`src/sv/int128_alu_defines.svh`:
```
// assertion macros for the int128 alu
`ifndef INT128_ALU_DEFINES_SVH
`define INT128_ALU_DEFINES_SVH
`ifndef SYNTHESIS
`define ALU_ASSERT_IMPL(label, clk, rstn, ante, cons) \
    label: assert property (@(posedge clk) disable iff (!rstn) (ante) |-> (cons)) \
        else $error("alu check failed");
`define ALU_ASSERT_NEXT(label, clk, rstn, ante, cons) \
    label: assert property (@(posedge clk) disable iff (!rstn) (ante) |=> (cons)) \
        else $error("alu check failed");
`else
`define ALU_ASSERT_IMPL(label, clk, rstn, ante, cons)
`define ALU_ASSERT_NEXT(label, clk, rstn, ante, cons)
`endif
`endif

```
`src/sv/i128a_pkg.sv`:
```
// shared types and codes for the int128 alu
package i128a_pkg;
    typedef enum logic [3:0] {
        OP_ADD = 4'd0, OP_SUB = 4'd1, OP_MUL = 4'd2, OP_DIV = 4'd3,
        OP_AND = 4'd4, OP_OR = 4'd5, OP_XOR = 4'd6, OP_NOT = 4'd7,
        OP_SHL = 4'd8, OP_SHR = 4'd9, OP_ROL = 4'd10, OP_ROR = 4'd11,
        OP_CMP = 4'd12
    } op_t;

    typedef enum logic [1:0] {
        ST_IDLE, ST_RUN, ST_FIX, ST_DONE
    } state_t;

    localparam int HALF_BITS = 64;
    localparam int FULL_BITS = 128;
    localparam int SHAMT_BITS = 7;
endpackage

```
`src/sv/int128_alu.sv`:
```
// Sequential 128-bit signed integer ALU, every operation processed one bit per cycle.
// All operations go through a bit-serial datapath: from acceptance to result valid each item
// runs WORD_BITS serial steps, then a fix-up state for sign correction and sign extension;
// every operation runs the serial loop for the full WORD_BITS steps; multiply is
// shift-add and divide is restoring, one operand bit per step. One item is in work at a
// time; the result register holds until taken, and the next item is accepted in the
// cycle after it has been taken.
module int128_alu #(
    parameter int WORD_BITS = 128
) (
    input  logic        aclk,
    input  logic        aresetn,
    input  logic        s_valid,
    output logic        s_ready,
    input  logic [3:0]  s_kind,
    input  logic [63:0] s_a_high,
    input  logic [63:0] s_a_low,
    input  logic [63:0] s_b_high,
    input  logic [63:0] s_b_low,
    input  logic [6:0]  s_shift_amount,
    output logic        m_valid,
    input  logic        m_ready,
    output logic [63:0] m_result_high,
    output logic [63:0] m_result_low,
    output logic        m_is_less,
    output logic        m_is_equal,
    output logic        m_divide_by_zero
);
    import i128a_pkg::*;
`include "int128_alu_defines.svh"

    localparam int W = WORD_BITS;
    localparam int CB = $clog2(W + 1);

    state_t state_reg, state_next;
    logic [CB-1:0] cnt_reg;
    logic [3:0] kind_reg;
    logic [W-1:0] a_reg, b_reg, r_reg, q_reg, rot_reg;
    logic [W-1:0] x_reg;
    logic [6:0] sh_reg;
    logic carry_reg, eq_reg, lt_reg, na_reg, nb_reg, dz_reg;
    logic [63:0] oh_reg, ol_reg;
    logic olt_reg, oeq_reg, odz_reg;
    logic [W-1:0] a_in, b_in;
    logic [W:0] rem_sh;
    logic [W:0] rem_sub;
    logic [W-1:0] res;
    logic [FULL_BITS-1:0] res_ext;
    logic [6:0] sh_mod;
    logic shift_kind;

    // shift count modulo the word width by compare and subtract
    function automatic logic [6:0] shamt_mod(input logic [6:0] x);
        logic [10:0] t;
        t = {4'b0, x};
        for (int k = 3; k >= 0; k--) begin
            if (t >= 11'(W << k)) t = t - 11'(W << k);
        end
        return t[6:0];
    endfunction

    assign a_in = W'({s_a_high, s_a_low});
    assign b_in = W'({s_b_high, s_b_low});
    assign sh_mod = shamt_mod(s_shift_amount);
    assign shift_kind = (s_kind >= OP_SHL) && (s_kind <= OP_ROR);

    // divide: remainder shifts in one dividend bit per step
    assign rem_sh = {r_reg, x_reg[W-1]};
    assign rem_sub = rem_sh - {1'b0, b_reg};

    always_comb begin
        state_next = state_reg;
        case (state_reg)
            ST_IDLE: if (s_valid) state_next = ST_RUN;
            ST_RUN:  if (cnt_reg == CB'(W - 1)) state_next = ST_FIX;
            ST_FIX:  state_next = ST_DONE;
            ST_DONE: if (m_ready) state_next = ST_IDLE;
            default: state_next = ST_IDLE;
        endcase
    end

    always_comb begin
        s_ready = (state_reg == ST_IDLE);
        m_valid = (state_reg == ST_DONE);
    end

    always_ff @(posedge aclk) begin
        if (!aresetn) state_reg <= ST_IDLE;
        else state_reg <= state_next;
    end

    always_comb begin
        res = '0;
        case (op_t'(kind_reg))
            OP_ADD, OP_SUB, OP_MUL, OP_AND, OP_OR, OP_XOR, OP_NOT,
            OP_SHL, OP_SHR: res = r_reg;
            OP_ROL, OP_ROR: res = rot_reg;
            OP_DIV: res = dz_reg ? '0 : ((na_reg ^ nb_reg) ? -q_reg : q_reg);
            default: res = '0;
        endcase
        res_ext = FULL_BITS'($signed(res));
    end

    // serial datapath: one bit position per cycle
    always_ff @(posedge aclk) begin
        case (state_reg)
            ST_IDLE: begin
                if (s_valid) begin
                    kind_reg <= s_kind;
                    sh_reg <= sh_mod;
                    cnt_reg <= '0;
                    carry_reg <= (s_kind == OP_SUB);
                    eq_reg <= 1'b1;
                    lt_reg <= 1'b0;
                    na_reg <= a_in[W-1];
                    nb_reg <= b_in[W-1];
                    dz_reg <= (b_in == '0);
                    // shifts and rotates start from the operand itself
                    r_reg <= shift_kind ? a_in : '0;
                    q_reg <= '0;
                    rot_reg <= a_in;
                    // divide works on magnitudes
                    a_reg <= (s_kind == OP_DIV && a_in[W-1]) ? -a_in : a_in;
                    x_reg <= (s_kind == OP_DIV && a_in[W-1]) ? -a_in : a_in;
                    b_reg <= (s_kind == OP_DIV && b_in[W-1]) ? -b_in : b_in;
                end
            end
            ST_RUN: begin
                cnt_reg <= cnt_reg + 1'b1;
                case (op_t'(kind_reg))
                    OP_ADD, OP_SUB: begin
                        logic bb;
                        bb = (kind_reg == OP_SUB) ? ~b_reg[0] : b_reg[0];
                        r_reg <= {a_reg[0] ^ bb ^ carry_reg, r_reg[W-1:1]};
                        carry_reg <= (a_reg[0] & bb) | (carry_reg & (a_reg[0] ^ bb));
                        a_reg <= a_reg >> 1;
                        b_reg <= b_reg >> 1;
                    end
                    OP_MUL: begin
                        if (b_reg[0]) r_reg <= r_reg + a_reg;
                        a_reg <= a_reg << 1;
                        b_reg <= b_reg >> 1;
                    end
                    OP_DIV: begin
                        x_reg <= x_reg << 1;
                        if (!rem_sub[W]) begin
                            r_reg <= rem_sub[W-1:0];
                            q_reg <= {q_reg[W-2:0], 1'b1};
                        end else begin
                            r_reg <= rem_sh[W-1:0];
                            q_reg <= {q_reg[W-2:0], 1'b0};
                        end
                    end
                    OP_AND, OP_OR, OP_XOR, OP_NOT: begin
                        logic rb;
                        case (op_t'(kind_reg))
                            OP_AND: rb = a_reg[0] & b_reg[0];
                            OP_OR:  rb = a_reg[0] | b_reg[0];
                            OP_XOR: rb = a_reg[0] ^ b_reg[0];
                            default: rb = ~a_reg[0];
                        endcase
                        r_reg <= {rb, r_reg[W-1:1]};
                        a_reg <= a_reg >> 1;
                        b_reg <= b_reg >> 1;
                    end
                    OP_SHL, OP_SHR, OP_ROL, OP_ROR: begin
                        // one-position step while the count runs below the amount
                        if (CB'(sh_reg) > cnt_reg) begin
                            if (kind_reg == OP_SHL) r_reg <= r_reg << 1;
                            else r_reg <= r_reg >> 1;
                            if (kind_reg == OP_ROL)
                                rot_reg <= {rot_reg[W-2:0], rot_reg[W-1]};
                            else
                                rot_reg <= {rot_reg[0], rot_reg[W-1:1]};
                        end
                    end
                    OP_CMP: begin
                        // lsb first: a higher differing bit overrides lower ones
                        if (a_reg[0] != b_reg[0]) begin
                            eq_reg <= 1'b0;
                            lt_reg <= (cnt_reg == CB'(W - 1)) ? a_reg[0] : b_reg[0];
                        end
                        a_reg <= a_reg >> 1;
                        b_reg <= b_reg >> 1;
                    end
                    default: ;
                endcase
            end
            ST_FIX: begin
                oh_reg <= res_ext[127:64];
                ol_reg <= res_ext[63:0];
                olt_reg <= (kind_reg == OP_CMP) & lt_reg;
                oeq_reg <= (kind_reg == OP_CMP) & eq_reg;
                odz_reg <= (kind_reg == OP_DIV) & dz_reg;
            end
            default: ;
        endcase
    end

    assign m_result_high = oh_reg;
    assign m_result_low = ol_reg;
    assign m_is_less = olt_reg;
    assign m_is_equal = oeq_reg;
    assign m_divide_by_zero = odz_reg;

    `ALU_ASSERT_IMPL(a_hs_excl, aclk, aresetn, 1'b1, !(s_ready && m_valid))
    `ALU_ASSERT_IMPL(a_flag_excl, aclk, aresetn, m_valid, !(m_is_less && m_is_equal))
    `ALU_ASSERT_NEXT(a_start, aclk, aresetn, s_valid && s_ready, state_reg == ST_RUN)
endmodule
```
`config.mk`:
```
export PLATFORM = sky130hd
export DESIGN_NAME = int128_alu
export DESIGN_NICKNAME = d
export VERILOG_FILES = /design/src/sv/i128a_pkg.sv /design/src/sv/int128_alu.sv
export VERILOG_INCLUDE_DIRS = /design/src /design/src/sv
export SDC_FILE = /design/constraint.sdc
export NUM_CORES = 2
export LEC_CHECK = 0
export ABC_AREA = 0
export BUFFER_PORTS_ARGS = -buffer_cell sky130_fd_sc_hd__buf_4
export CORE_MARGIN = 10
export CORE_UTILIZATION = 50
export CTS_BUF_LIST = sky130_fd_sc_hd__clkbuf_16
export CTS_CLUSTER_SIZE = 16
export DETAILED_ROUTE_END_ITERATION = 16
export PLACE_DENSITY_LB_ADDON = 0.15
export REMOVE_ABC_BUFFERS = 1
export SYNTH_ARGS = -nofsm -noshare
export SYNTH_HDL_FRONTEND = slang
export SYNTH_SLANG_ARGS = --single-unit
export TNS_END_PERCENT = 100
```
`constraint.sdc`:
```
create_clock -name aclk -period 19.3 [get_ports aclk]
set_input_delay 0.965 -clock aclk [delete_from_list [all_inputs] [get_ports aclk]]
set_output_delay 0.965 -clock aclk [all_outputs]
set_load 0.005 [all_outputs]
```
==> summary.md <==
| Metric | Value |
|---|---|
| Layout area overhead | `11.12%` |
| Ys Warns | `0` |
| Crit path cell chain | `ha_1, and2_1, a221o_1, a21oi_1, o31ai_1, o21ai_0, a2111oi_1, buf_4, o21ai_0, nand3_1, xnor2_2, buf_4, nor2_1, a21oi_1, o21ai_0` |
| Crit path launch type | `flip-flop` |
| Max clock buf depth | `3` |
| Most common cell after layout, fill and taps aside | `nand2_1` |
| Dpl ws | `12.94 ns` |
| Largest net degree at the start of global routing | `258` |
| Final worst slack | `12.92 ns` |
| Htree depth | `3` |
| Port Buf Inserts | `403` |
| Worst Path Arrival | `6.84 ns` |
| Pins Over Slew Limit | `0` |
| Worst-path clk slew | `0.06 ns` |
| DRT iter0 DRCs | `10610` |
| CTS sink count | `926` |
| Pwr per Cell Area | `222.9 nW/um^2` |
| Synth Area per Inst | `8.453 um^2` |
| Routability congestion estimate | `1.025` |
| First-pass GRT wire length | `444000 um` |
| Post-synth EDFFs | `924` |
| Fmax | `156.8 MHz` |
| Reg2Reg Depth | `15` |
| Most frequent cells in the layout | `nand2_1 (1212), edfxtp_1 (924), nor2_1 (844)` |
| Rel. slew slack | `9.077%` |
| Avg WL per Cell | `29.60 um` |
| Vias in the first global route | `65330` |
| Count of final setup violators | `0` |
| Yosys cell types | `96` |
| Num ports | `404` |
| Root Buffer | `clkbuf_16` |
| Crit path largest cell delay | `0.69 ns` |
| Crit path from | `r_reg[5]` |
| Worst Max-Slew Pin Slew | `1.362 ns` |
| Worst setup endpoint | `r_reg[126]` |
| Total global-route track usage | `37.37%` |
| Hold Path Class | `input port to flip-flop` |
| Cell Rows | `137` |
| Post_cts resized | `0` |
| Reg2Reg Launch Point | `r_reg[5]` |
| Die span in y | `394.9 um` |
| Number of max-cap violations | `0` |
| Total Wirelength | `306300 um` |
| Final #Nets | `8942` |
| CP Data Required Time | `19.76 ns` |
| Num CTS Buffers | `108` |
| Final Critical Period | `6.379 ns` |
| HPWL after DPL | `232100 um` |
| CTS Hold Bufs | `0` |
| Initial antenna violation count | `18` |
| DR pass1 iterations | `10` |
| Hold path depth | `1` |
| Register-to-Register Setup Slack | `12.92 ns` |
| # DRC | `0` |
| Status | `finished clean` |
| Vias per cell | `6.731` |
| Main synth FF type | `edfxtp_1` |
| Final setup TNS | `0 ns` |
| FF-to-FF End | `r_reg[126]` |
| Synth Register Bits | `926` |
| Register area | `27790 um^2` |
| Async S/R FF share, synth | `0%` |
| GR Overflow Total | `0` |
| Postcts setup bufs | `0` |
| WS Path Type | `flip-flop to flip-flop` |
| Fillers | `12940` |
| Share of cells above drive strength 1 | `9.045%` |
| Worst setup EP type | `flip-flop` |
| Die ar. | `155900 um^2` |
| Final Hold Vio Count | `0` |
| Leakage power | `29.44 nW` |
| Post-Syn Instances | `8312` |
| ANT nets after route | `0` |
| Slowest cell on the critical path | `a21oi_1` |
| TritonCTS clock tree | `yes` |
| Worst-path fanout max | `62` |
| Core area | `139500 um^2` |
| Chip width | `394.9 um` |
| Via count | `69660` |
| Synthesized area | `70260 um^2` |
| Multi-input logic area | `39240 um^2` |
| Worst Clk Skew | `0.04462 ns` |
| Clk_lat worst skew | `0.77 ns` |
| CP dominant cell by count | `o21ai_0` |
| Starting density of the core | `50.36%` |
| Worst hold start | `s_shift_amount[4]` |
| Register area share after synthesis | `39.55%` |
| Unrepaired setup endpoints after global routing | `false` |
| Tcrit/Tclk final | `33.05%` |
| VDD IR max | `0.2818 mV` |
[where the power goes]
group	switching [mW]	internal (mW)	leakage, nW
combinational	7.12	3.46	18.9
clock	0.924	1.13	1.74
sequential	1.04	3.73	8.84
[layer usage]
layer	share of wire [%]	track usage (%)	routed length, um	up-vias
met1	40	51.59	123400	33650
met5	0.035	0	107	-
li1	-	-	-	30720
met2	43	56.05	131400	4566
met4	5.0	16.12	15440	18
met3	12	8.293	35930	704
[cells in the mapped netlist, drive strengths merged (112+ instances only)]
library cell | number | area share [%]
a31oi | 327 | 2.9
xnor2 | 364 | 4.5
a21o | 112 | 1.2
o21ai | 610 | 4.4
clkbuf | 519 | 2.8
nor2 | 853 | 4.6
nor3 | 135 | 0.97
xor2 | 264 | 3.3
a21oi | 736 | 5.2
edfxtp | 924 | 39
nand2 | 1218 | 6.5
a222oi | 134 | 1.9
nand4 | 136 | 1.2
ha | 278 | 5.0
and2 | 150 | 1.3
inv | 381 | 2.0
[area by class of cell]
class | instances | area share (%)
Timing Repair Buffer | 513 | 4.958
Tap cell | 1876 | 3.006
Multi-Input combinational cell | 6459 | 50.26
Sequential cell | 926 | 35.59
Clock buffer | 109 | 3.494
Antenna cell | 4 | 0.01282
Clock inverter | 80 | 0.8430
Inverter | 382 | 1.838
[how the worst min path moves through the flow]
stage	end
2_1_floorplan	x_reg[127]
3_3_place_gp	x_reg[113]
3_5_place_dp	x_reg[81]
4_1_cts	sh_reg[4]
5_1_grt	sh_reg[6]
6_report	sh_reg[4]
[through the flow]
step / instance area [um^2] / instances / total power, mW / utilization (%) / hold WS, ns
5_1_grt: 78060 / 10350 / 18.35 / 55.95 / 0.3572
2_1_floorplan: 68150 / 7767 / 12.40 / - / 0.4957
6_report: 78070 / 10350 / 17.40 / 55.95 / 0.3723
3_3_place_gp: 74670 / 10150 / 14.92 / 53.51 / 0.5144
3_5_place_dp: 74680 / 10160 / 14.98 / 53.52 / 0.5140
4_1_cts: 78060 / 10350 / 17.07 / 55.95 / 0.3412
[logic make-up after synthesis]
group	after synthesis	synth area share [%]
xor+xnor	628	7.828
fa+ha+maj	281	5.036
compound gates	2572	23.16
flops	926	39.55
buf+inv	927	5.050
simple gates	2942	18.85
mux	36	0.5342
[worst max-delay path: cells and delay by family (launching register included)]
kind,cells,cell delay [ns]
AND/OR/NAND/NOR,3,0.92
buffers and inverters,2,0.82
flip-flops,1,0.54
XOR/XNOR,1,0.27
adder cells (fa/ha/maj),1,0.42
AO/OA/AOI/OAI,8,3.05
Note: power is estimated with default switching activity, not from simulation.
